<file path="src/hdl/bba_pkg.sv">
package bba_pkg;

    // Largest block index reach of the 12-bit index fields.
    localparam int INDEX_SPAN = 4096;

    // Free counter saturates here.
    localparam logic [12:0] COUNT_MAX = 13'h1FFF;

    // Map layout: eight blocks per byte, lowest block in the top bit.
    localparam logic [2:0] BIT_MASK = 3'h7;
    localparam logic [7:0] TOP_BIT  = 8'h80;

    localparam logic [1:0] KIND_FORMAT = 2'd0;
    localparam logic [1:0] KIND_ALLOC  = 2'd1;
    localparam logic [1:0] KIND_FREE   = 2'd2;
    localparam logic [1:0] KIND_TEST   = 2'd3;

    localparam logic [1:0] STATUS_OK    = 2'd0;
    localparam logic [1:0] STATUS_SHORT = 2'd1;
    localparam logic [1:0] STATUS_RANGE = 2'd2;

    typedef struct packed {
        logic [1:0]  kind;
        logic [6:0]  count;
        logic [11:0] block_index;
    } req_t;

    typedef struct packed {
        logic [1:0]  status;
        logic [11:0] granted_block;
        logic        granted_valid;
        logic        bit_value;
        logic        last;
        logic [12:0] free_count;
    } rsp_t;

    typedef enum logic [2:0] {
        ST_INIT,
        ST_IDLE,
        ST_DECODE,
        ST_FORMAT,
        ST_FMT_REPLY,
        ST_SCAN,
        ST_FETCH,
        ST_GRANT
    } state_t;

    typedef enum logic [2:0] {
        RP_OK,
        RP_SHORT,
        RP_RANGE,
        RP_BIT,
        RP_GRANT
    } reply_t;

    typedef enum logic [1:0] {
        ROW_HOLD,
        ROW_ZERO,
        ROW_INC
    } row_op_t;

    typedef enum logic [1:0] {
        WR_ZERO,
        WR_FREE,
        WR_WORD
    } wr_sel_t;

    typedef enum logic [1:0] {
        FB_HOLD,
        FB_LOAD,
        FB_INC,
        FB_SUB
    } fb_op_t;

    typedef struct packed {
        logic    accept;
        row_op_t row_op;
        logic    acc_ld;
        logic    word_ld;
        logic    grant;
        logic    wr_en;
        wr_sel_t wr_sel;
        fb_op_t  fb_op;
        logic    emit;
        reply_t  reply;
    } cmd_t;

    typedef struct packed {
        logic [1:0] kind;
        logic       bad_index;
        logic       oversize;
        logic       zero_req;
        logic       short_req;
        logic       enough;
        logic       last_row;
        logic       last_clear_row;
        logic       has_free;
        logic       final_grant;
        logic       out_free;
    } stat_t;

endpackage

</file>
<file path="src/hdl/bba_ctrl.sv">
module bba_ctrl (
    input  logic           clk,
    input  logic           rst_n,
    input  logic           req_valid,
    output logic           req_stall,
    input  bba_pkg::stat_t stat,
    output bba_pkg::cmd_t  cmd
);
    import bba_pkg::*;

    state_t state_reg;
    state_t state_next;

    always_ff @(posedge clk or negedge rst_n)
    begin
        if (!rst_n)
        begin
            state_reg <= ST_INIT;
        end
        else
        begin
            state_reg <= state_next;
        end
    end

    assign req_stall = (state_reg != ST_IDLE);

    always_comb
    begin
        cmd        = '0;
        state_next = state_reg;
        unique case (state_reg)
            ST_INIT, ST_FORMAT:
            begin
                cmd.wr_en  = 1'b1;
                cmd.wr_sel = WR_ZERO;
                cmd.row_op = ROW_INC;
                if (stat.last_clear_row)
                begin
                    cmd.row_op = ROW_HOLD;
                    state_next = (state_reg == ST_INIT) ? ST_IDLE : ST_FMT_REPLY;
                end
            end
            ST_IDLE:
            begin
                if (req_valid)
                begin
                    cmd.accept = 1'b1;
                    state_next = ST_DECODE;
                end
            end
            ST_DECODE:
            begin
                unique case (stat.kind)
                    KIND_FORMAT:
                    begin
                        state_next = ST_FORMAT;
                    end
                    KIND_ALLOC:
                    begin
                        if (!stat.oversize && !stat.zero_req && !stat.short_req)
                        begin
                            state_next = ST_SCAN;
                        end
                        else if (stat.out_free)
                        begin
                            cmd.emit = 1'b1;
                            priority if (stat.oversize)
                                cmd.reply = RP_RANGE;
                            else if (stat.zero_req)
                                cmd.reply = RP_OK;
                            else
                                cmd.reply = RP_SHORT;
                            state_next = ST_IDLE;
                        end
                    end
                    KIND_FREE, KIND_TEST:
                    begin
                        if (stat.out_free)
                        begin
                            cmd.emit   = 1'b1;
                            state_next = ST_IDLE;
                            if (stat.bad_index)
                            begin
                                cmd.reply = RP_RANGE;
                            end
                            else if (stat.kind == KIND_FREE)
                            begin
                                cmd.reply  = RP_OK;
                                cmd.wr_en  = 1'b1;
                                cmd.wr_sel = WR_FREE;
                                cmd.fb_op  = FB_INC;
                            end
                            else
                            begin
                                cmd.reply = RP_BIT;
                            end
                        end
                    end
                    default:
                    begin
                        state_next = ST_IDLE;
                    end
                endcase
            end
            ST_FMT_REPLY:
            begin
                if (stat.out_free)
                begin
                    cmd.emit   = 1'b1;
                    cmd.reply  = RP_OK;
                    cmd.fb_op  = FB_LOAD;
                    state_next = ST_IDLE;
                end
            end
            ST_SCAN:
            begin
                if (stat.enough)
                begin
                    cmd.row_op = ROW_ZERO;
                    state_next = ST_FETCH;
                end
                else if (stat.last_row)
                begin
                    if (stat.out_free)
                    begin
                        cmd.emit   = 1'b1;
                        cmd.reply  = RP_SHORT;
                        state_next = ST_IDLE;
                    end
                end
                else
                begin
                    cmd.acc_ld = 1'b1;
                    cmd.row_op = ROW_INC;
                end
            end
            ST_FETCH:
            begin
                cmd.word_ld = 1'b1;
                state_next  = ST_GRANT;
            end
            ST_GRANT:
            begin
                if (!stat.has_free)
                begin
                    cmd.wr_en  = 1'b1;
                    cmd.wr_sel = WR_WORD;
                    cmd.row_op = ROW_INC;
                    state_next = ST_FETCH;
                end
                else if (stat.out_free)
                begin
                    cmd.emit  = 1'b1;
                    cmd.reply = RP_GRANT;
                    cmd.grant = 1'b1;
                    if (stat.final_grant)
                    begin
                        cmd.wr_en  = 1'b1;
                        cmd.wr_sel = WR_WORD;
                        cmd.fb_op  = FB_SUB;
                        state_next = ST_IDLE;
                    end
                end
            end
            default:
            begin
                state_next = ST_IDLE;
            end
        endcase
    end

endmodule

</file>
<file path="config.mk">
export PLATFORM = sky130hd
export DESIGN_NAME = bba_ctrl
export DESIGN_NICKNAME = d
export VERILOG_FILES = /design/src/hdl/bba_pkg.sv /design/src/hdl/bba_ctrl.sv
export SDC_FILE = /design/constraint.sdc
export NUM_CORES = 1
export LEC_CHECK = 0
export ABC_AREA = 1
export BUFFER_PORTS_ARGS = -buffer_cell sky130_fd_sc_hd__buf_2
export CAP_MARGIN = 20
export CORE_MARGIN = 10
export CORE_UTILIZATION = 39
export DETAILED_ROUTE_END_ITERATION = 8
export PLACE_DENSITY_LB_ADDON = 0.05
export SYNTH_ARGS = -nofsm -noshare
export SYNTH_HDL_FRONTEND = slang
export SYNTH_SLANG_ARGS = --single-unit
</file>
<file path="constraint.sdc">
create_clock -name clk -period 1.2 [get_ports clk]
set_input_delay 0.12 -clock clk [delete_from_list [all_inputs] [get_ports clk]]
set_output_delay 0.12 -clock clk [all_outputs]
set_load 0.01 [all_outputs]
</file>
* Word-level counts from Yosys, hierarchy flattened
Cells that the tools add are included.
** Word-level totals
- Bits in registers :: 3
- Output and inout bits :: 16
** Cells by class
- Equality and inequality tests :: 16
- Multiplexer cells :: 46
- Reductions and logical operators :: 10
** Operators by type and width (number)
- $mux W3 :: 14
- $mux W5 :: 5
- $pmux W3 S7 :: 1
- $mux W4 :: 5
- $pmux W3 S3 :: 2
- $pmux W4 S4 :: 1
- $eq A3 B3 Y1 const B :: 4
- $pmux W2 S3 :: 2
- $mux W10 :: 1
- $mux W9 :: 1
- $ne A3 B3 Y1 const B :: 3
- $mux W1 :: 8
- $mux W2 :: 4
- $pmux W4 S2 :: 1
- $eq A3 B2 Y1 const B :: 2
- $mux W6 :: 1
- $reduce_and A5 Y1 :: 1
- $eq A2 B2 Y1 const B :: 2
- $ne A2 B2 Y1 const B :: 2
- $reduce_or A2 Y1 :: 2
- $eq A3 B1 Y1 const B :: 1
- $logic_not A1 Y1 :: 3
- $logic_not A3 Y1 :: 1
- $ne A3 B1 Y1 const B :: 1
- 3 further kinds :: 4

* Depth between registers and ports, before layout
Gate-level depths: netlist of run 1.
- Depth in word-level cells :: 6
- Mapped depth :: 9
- Gate-level depth less buffers :: 8

* Worst setup path after synthesis of run 1
No wires, ideal clock.
- Path type :: flip-flop to output port
- Start point :: register state_reg[0]
- End point :: output cmd[8] (netlist name)
- Data arrival time :: 1134 ps
- Required time :: 1080 ps
- Setup slack :: -54 ps
- Cell stages (with the launch flop) :: 9
- Path buffers :: 1
- Path through :: dfrtp_1 > clkbuf_8 > inv_1 > nand3_2 > inv_2 > nand3_2 > inv_1 > nor2_1 > nand3_1
** RTL lines
- start: declaration :: RTL line bba_ctrl.sv:11 : state_t state_reg;
- start signal: assignment :: RTL line bba_ctrl.sv:22 : state_reg <= state_next;
- end: declaration :: RTL line bba_ctrl.sv:7 : output bba_pkg::cmd_t cmd

==> results of run 1 <==
## cells by family (layout without fill, tap and decap cells)
| group | Yosys count | count (layout) | synth area share, % |
|---|---|---|---|
| AO/OA/AOI/OAI | 8 | 8 | 8.13 |
| buffers and inverters | 22 | 80 | 18.5 |
| flip-flops | 3 | 3 | 12.5 |
| AND/OR/NAND/NOR | 76 | 76 | 60.8 |
## cell usage in the layout, fill, tap and decap left out, drive strengths merged, types with 2 or more instances in the layout
master  synthesis  routed
nor3            2       2
nand4           6       6
nor2           19      19
dfrtp           3       3
inv            18      17
o21ai           4       4
clkbuf          1       4
nand3          15      15
buf             3      57
nand2          33      33
a21oi           2       2
## worst paths after layout
| check | from | endpoint | slack (ns) | cells past startpoint |
|---|---|---|---|---|
| worst min register to register | state_reg[1]$_DFFE_PN0P_ | state_reg[1]$_DFFE_PN0P_ | 0.74 | 3 |
| min in group clk | req_valid | state_reg[2]$_DFFE_PN0P_ | 0.29 | 4 |
| worst max-delay path | state_reg[1]$_DFFE_PN0P_ | cmd[3] | -0.36 | 6 |
| max in group asynchronous | rst_n | state_reg[0]$_DFFE_PN0P_ | 0.85 | 2 |
| worst max register to register | state_reg[1]$_DFFE_PN0P_ | state_reg[0]$_DFFE_PN0P_ | -0.30 | 10 |
| worst min-delay path | rst_n | state_reg[2]$_DFFE_PN0P_ | 0.23 | 2 |
## final cells by class
type	instances	area share, %
multi-input combinational	84	45.2
timing repair buffer	58	36.2
sequential	3	7.32
inverter	18	6.97
clock buffer	4	2.44
tap	16	1.86
## per-layer routing
metal  routed length, microns  vias to the layer above  GRT usage (%)  share of wire [%]
li1                         -                      466              -                  -
met1                     1100                      411           15.7                 44
met2                     1110                       50           20.2                 44
met3                      228                        8           2.36                9.1
met4                       62                        0           4.92                2.5
met5                        0                        -              0                  0
## metrics by stage
stage / utilization [%] / cells
after CTS: 63.7 / 174
after global placement: 57.2 / 166
after detailed placement: 57.2 / 166
final: 72.4 / 183
after floorplan: - / 109
after global routing: 72.4 / 183
## Yosys cell counts
cell,instances,area (sq um)
inv_4,1,6.26
o21ai_0,3,15.0
nor2_2,1,6.26
a21oi_1,2,10.0
nand4_1,6,37.5
o31ai_1,1,7.51
inv_2,2,7.51
inv_1,15,56.3
nand3b_1,1,7.51
dfrtp_1,3,75.1
buf_6,2,22.5
nand2_1,31,116
buf_2,1,5.00
nand3_1,10,50.1
nor2_1,18,67.6
nand2_2,2,12.5
o21ai_2,1,8.76
a21o_1,1,7.51
clkbuf_8,1,13.8
nand3_2,4,40.0
nor3_1,2,10.0
nand3_4,1,17.5
## where the power goes
group	internal (uW)	switching [uW]	total, uW	leakage [uW]
sequential	161	99.4	261	0.0000340
combinational	841	896	1740	0.000619
clock	125	50.8	175	0.0000150
## repair_timing
item,CTS,global route
pin swaps,8,7
setup endpoints to repair,19,19
endpoints found under the hold margin,3,0
buffers inserted,3,10
resized for setup,12,17
hold buffers,1,0
==> qor.txt, run 1 <==
RUN STATUS
--------------------------------------------------------------------------------
Result of the run ................................................. finished with violations
Violations in the final reports ................................... negative setup slack

STA
--------------------------------------------------------------------------------
Number of setup violations in the final report ....................           19
Clock Skews .......................................................   0.00278 ns
Peak clock frequency supported by timing ..........................      643 MHz
Final Slew Violations .............................................            0
Post-route worst hold slack .......................................     0.235 ns
Transition time at the pin with the least slew margin .............     0.235 ns
RSZ-0062 raised after global routing ..............................         true
Slew HR ...........................................................        84.3%
Count of final hold-check violations ..............................            0
Worst setup slack after layout ....................................    -0.355 ns
Final period utilization ..........................................         130%
Summed negative setup slack over all endpoints ....................     -4.33 ns
Final critical path time including I/O delays and setup ...........      1.56 ns

CLOCK NETWORK
--------------------------------------------------------------------------------
TritonCTS clock tree ..............................................          yes
H-tree level count ................................................            1
Clock Tree Root ...................................................     clkbuf_4
Later-pin clock latency in the skew report ........................      0.23 ns
Deepest clock path buffer count ...................................            2
Total clock sinks .................................................            3
Clock buffers created by TritonCTS ................................            3
CTS clk-pin slew, worst paths .....................................      0.04 ns

CELLS AND AREA
--------------------------------------------------------------------------------
Number of flip-flops in the largest register ......................            3
Final nets ........................................................          183
FF+latch area .....................................................   78.8 sq um
# fillers .........................................................          121
Final std cell area, no fill ......................................   1080 sq um
Share of cells above drive strength 1 .............................        53.3%
Ant diodes ........................................................            0
Synth-to-layout area growth .......................................        79.4%
Multi-input gate area .............................................    487 sq um

DETAILED ROUTING
--------------------------------------------------------------------------------
First-pass detailed-route iteration total .........................            4
Via total after detailed routing ..................................          935
Number of routed nets with antenna violations .....................            0
DRC marker count from the first detailed-route iteration ..........           41
Drt wl/cell ....................................................... 13.7 microns
Vias per std cell .................................................         5.11
Aggregate routed wire length ...................................... 2500 microns
Residual DRC ......................................................            0

GRT
--------------------------------------------------------------------------------
Overall Global Routing Usage ......................................        12.5%
Overall overflow remaining after global route .....................            0
Largest net degree at the start of global routing .................           10
Number of antenna violations at the first check in global routing .            0
Global-route wire length before repair ............................ 3640 microns
Number of global-route vias before repair .........................          845

PWR
--------------------------------------------------------------------------------
Pwr dens .......................................................... 2020 nW/um^2
Total Power Consumption ...........................................      2170 uW
Maximum vdd ir drop ...............................................      1.43 mV
Static leakage ....................................................  0.000668 uW

SETUP PATH
--------------------------------------------------------------------------------
Setup Crit Path Kind ..............................................      reg2out
Number of buffers and inverters on the critical path ..............            2
Required @ worst endpoint .........................................      1.08 ns
Maximum cell stage delay along the critical path ..................      0.44 ns
Capturing element type of the critical path ....................... primary output
Cell with the largest stage delay on the worst path ...............      dfrtp_2
Launching element type of the critical path .......................     register
Endpoint arrival time on the critical path ........................      1.44 ns
Top fanout value on the critical path .............................            5
List of cells traversed by the critical path ...................... inv_2 -> nand4_1 -> nor3_2 -> nor2_1 -> nand3_1 -> buf_2
Delay-heaviest family, CP ......................................... simple AND/OR/NAND/NOR gates

YOSYS
--------------------------------------------------------------------------------
Netlist cell types ................................................           22
Synth warnings ....................................................            0
Average cell area after synthesis .................................   5.51 sq um
Synthesized Nets ..................................................          124
Number of flip-flops and latches in the synthesized netlist .......            3
Sequential fraction of the synthesis area .........................        12.5%
Combined area of all synthesized cells ............................    601 sq um
Cell count after synthesis ........................................          109

PLACE
--------------------------------------------------------------------------------
Gpl congestion ....................................................        0.873
Count of input and output buffers .................................           30
Placed Instance Area ..............................................    852 sq um
HPWL Detailed ..................................................... 1700 microns
Post-Place Worst Slack ............................................    -0.130 ns

JOB
--------------------------------------------------------------------------------
Number of maximum-capacitance violations ..........................            0

FLOORPLANNING
--------------------------------------------------------------------------------
Horizontal die dimension .......................................... 59.2 microns
Cell Rows .........................................................           14
Io pins ...........................................................           31
Area enclosed by the die boundary .................................   3510 sq um
Effective utilization at floorplan ................................        40.3%
Die Height ........................................................ 59.2 microns
Std-Cell Core Area ................................................   1490 sq um

HOLD PATH
--------------------------------------------------------------------------------
Worst hold path type ..............................................     in2async

No activity file was read; power rests on OpenSTA's default activity.
==> run 2: changes to the inputs <==
--- a/config.mk
+++ b/config.mk
@@ -8,10 +8,11 @@
 export ABC_AREA = 1
 export BUFFER_PORTS_ARGS = -buffer_cell sky130_fd_sc_hd__buf_2
 export CAP_MARGIN = 20
-export CORE_MARGIN = 10
-export CORE_UTILIZATION = 39
+export CORE_AREA = 10 10 47 49
 export DETAILED_ROUTE_END_ITERATION = 8
+export DIE_AREA = 0 0 57 59
 export PLACE_DENSITY_LB_ADDON = 0.05
+export SETUP_SLACK_MARGIN = 0.15
 export SYNTH_ARGS = -nofsm -noshare
 export SYNTH_HDL_FRONTEND = slang
 export SYNTH_SLANG_ARGS = --single-unit
==> constraint.sdc (replaced) <==
create_clock -name clk -period 1.95 [get_ports clk]
set_input_delay 0.195 -clock clk [delete_from_list [all_inputs] [get_ports clk]]
set_output_delay 0.195 -clock clk [all_outputs]
set_load 0.01 [all_outputs]
==> run 2 against run 1 <==
Compared with the run above: the flow now finishes without violations; first-iteration DRC count shrank 44%; via count shrank 16%; cell area shrank 29%; core utilization shrank 17 points; flip-flop and latch count is the same; power shrank 61%; largest cell class unchanged; largest power group unchanged.
==> qor.txt, run 2 (synthesized netlist as in run 1, its figures left out) <==
STA
--------------------------------------------------------------------------------
RSZ-0062 raised after global routing ..............................         true
Peak clock frequency supported by timing ..........................      584 MHz
Slew HR ...........................................................        84.4%
Clock Skews .......................................................   0.00694 ns
Final Slew Violations .............................................            0
Count of final hold-check violations ..............................            0
Final period utilization ..........................................        87.8%
Final critical path time including I/O delays and setup ...........      1.71 ns
Transition time at the pin with the least slew margin .............     0.234 ns
Number of setup violations in the final report ....................            0
Summed negative setup slack over all endpoints ....................         0 ns

CELLS AND AREA
--------------------------------------------------------------------------------
# fillers .........................................................          156
Share of cells above drive strength 1 .............................        34.3%
Number of flip-flops in the largest register ......................            3
Commonest cells after routing, fill and taps aside ................ 31 x nand2_1, 30 x buf_2, 18 x nor2_1
Synth-to-layout area growth .......................................        28.1%
Final std cell area, no fill ......................................    769 sq um
Commonest non-fill, non-tap cell in the layout ....................      nand2_1
Ant diodes ........................................................            0
Final nets ........................................................          156

CLOCK NETWORK
--------------------------------------------------------------------------------
Clock Tree Root ...................................................     clkbuf_4
TritonCTS clock tree ..............................................          yes
Total setup buffers inserted after CTS ............................            0
H-tree level count ................................................            1
Deepest clock path buffer count ...................................            2
Later-pin clock latency in the skew report ........................      0.24 ns
Total clock sinks .................................................            3
Clock buffers created by TritonCTS ................................            3
CTS clk-pin slew, worst paths .....................................      0.04 ns

SETUP PATH
--------------------------------------------------------------------------------
Cell with the largest stage delay on the worst path ...............      dfrtp_2
Depth of the most critical reg-to-reg path ........................            8
Setup Crit Path Kind ..............................................      reg2out
Required @ worst endpoint .........................................      1.75 ns
Maximum cell stage delay along the critical path ..................      0.49 ns
Slack of the worst reg-to-reg path ................................      0.62 ns
List of cells traversed by the critical path ...................... inv_1 -> nand3_2 -> inv_2 -> nand3_2 -> inv_1 -> nor2_1 -> nand3_1 -> buf_2
Number of buffers and inverters on the critical path ..............            4
Top fanout value on the critical path .............................           11
Delay-heaviest family, CP .........................................   flip-flops
Launching element type of the critical path .......................     register
Endpoint arrival time on the critical path ........................      1.52 ns
Terminus of the critical flop-to-flop path ........................ state_reg[2]$_DFFE_PN0P_
Critical R2R Launch ............................................... state_reg[0]$_DFFE_PN0P_
Capturing element type of the critical path ....................... primary output

GRT
--------------------------------------------------------------------------------
Number of global-route vias before repair .........................          778
Overall overflow remaining after global route .....................            0
Number of antenna violations at the first check in global routing .            0
Largest net degree at the start of global routing .................           12
Global-route wire length before repair ............................ 3310 microns
Overall Global Routing Usage ......................................        11.6%

PWR
--------------------------------------------------------------------------------
Total Power Consumption ...........................................       852 uW
Pwr dens .......................................................... 1110 nW/um^2
Static leakage ....................................................  0.000524 uW
Maximum vdd ir drop ...............................................     0.601 mV

FLOORPLANNING
--------------------------------------------------------------------------------
Effective utilization at floorplan ................................        42.9%
Area enclosed by the die boundary .................................   3360 sq um
Horizontal die dimension ..........................................   57 microns
Cell Rows .........................................................           14
Std-Cell Core Area ................................................   1400 sq um
Io pins ...........................................................           31
Die Height ........................................................   59 microns

PLACE
--------------------------------------------------------------------------------
Count of input and output buffers .................................           30
Placed Instance Area ..............................................    729 sq um
Gpl congestion ....................................................        0.829
HPWL Detailed ..................................................... 1660 microns

DETAILED ROUTING
--------------------------------------------------------------------------------
Via total after detailed routing ..................................          787
First-pass detailed-route iteration total .........................            4
Number of routed nets with antenna violations .....................            0
Aggregate routed wire length ...................................... 1980 microns
Drt wl/cell ....................................................... 12.7 microns
DRC marker count from the first detailed-route iteration ..........           23
Residual DRC ......................................................            0
Vias per std cell .................................................         5.04

HOLD PATH
--------------------------------------------------------------------------------
Worst hold path type ..............................................     in2async

RUN STATUS
--------------------------------------------------------------------------------
Result of the run .................................................    completed

JOB
--------------------------------------------------------------------------------
Number of maximum-capacitance violations ..........................            0

==> run 2: layer usage <==
layer | part of all wire (%) | global-route usage (%) | up-vias | wire length [microns]
li1 | - | - | 412 | -
met1 | 41 | 12.0 | 352 | 821
met2 | 54 | 22.8 | 23 | 1070
met3 | 4.6 | 3.00 | 0 | 91
met4 | 0 | 2.01 | 0 | 0
met5 | 0 | 0 | - | 0
==> run 2: power by group <==
part           internal [uW]  switching, uW
sequential              98.8           93.2
combinational            202            343
clock                   77.0           37.8
total                    378            474
==> run 2: worst max-delay path by stage <==
stage | from | endpoint | slack (ns) | depth (start not counted)
2_1_floorplan | state_reg[0]$_DFFE_PN0P_ | cmd[8] | 0.62 | 8
3_3_place_gp | state_reg[0]$_DFFE_PN0P_ | cmd[8] | 0.40 | 8
3_5_place_dp | state_reg[0]$_DFFE_PN0P_ | cmd[8] | 0.41 | 8
4_1_cts | state_reg[0]$_DFFE_PN0P_ | cmd[8] | 0.15 | 8
5_1_grt | state_reg[2]$_DFFE_PN0P_ | cmd[8] | 0.13 | 8
6_report | state_reg[0]$_DFFE_PN0P_ | cmd[8] | 0.24 | 8
==> run 2: final cells by class <==
cell class / instances / area [sq um] / share of cell area [%]
Clock buffer: 4 / 26.3 / 3.41
Inverter: 18 / 70.1 / 9.11
Multi-Input combinational cell: 84 / 414 / 53.8
Sequential cell: 3 / 78.8 / 10.2
Tap cell: 16 / 20.0 / 2.60
Timing Repair Buffer: 31 / 160 / 20.8
==> run 2: worst register-to-register path, stage by stage, from the launching register on <==
cell	delay [ns]
dfrtp_2	0.49
nor2_1	0.17
nand2_1	0.13
nand2_1	0.09
nand2_2	0.06
nand2_2	0.09
nor2_2	0.05
nand2_1	0.07
nand2_1	0.06
==> run 2: what timing repair did <==
action	in CTS	in global routing
endpoints found under the setup margin	0	4
resized for setup	0	3
hold buffers	1	0
hold endpoints to repair	3	0
==> run 2: through the flow <==
step                worst slack [ns]  hold slack, ns  std cells  util [%]
finish                         0.238           0.287        156      54.9
global route                   0.134           0.299        156      54.9
CTS                            0.152           0.287        156      54.6
detailed placement             0.412        -0.00358        151      52.1
global placement               0.397        -0.00517        151      52.1
floorplan                      0.621          -0.101        109         -
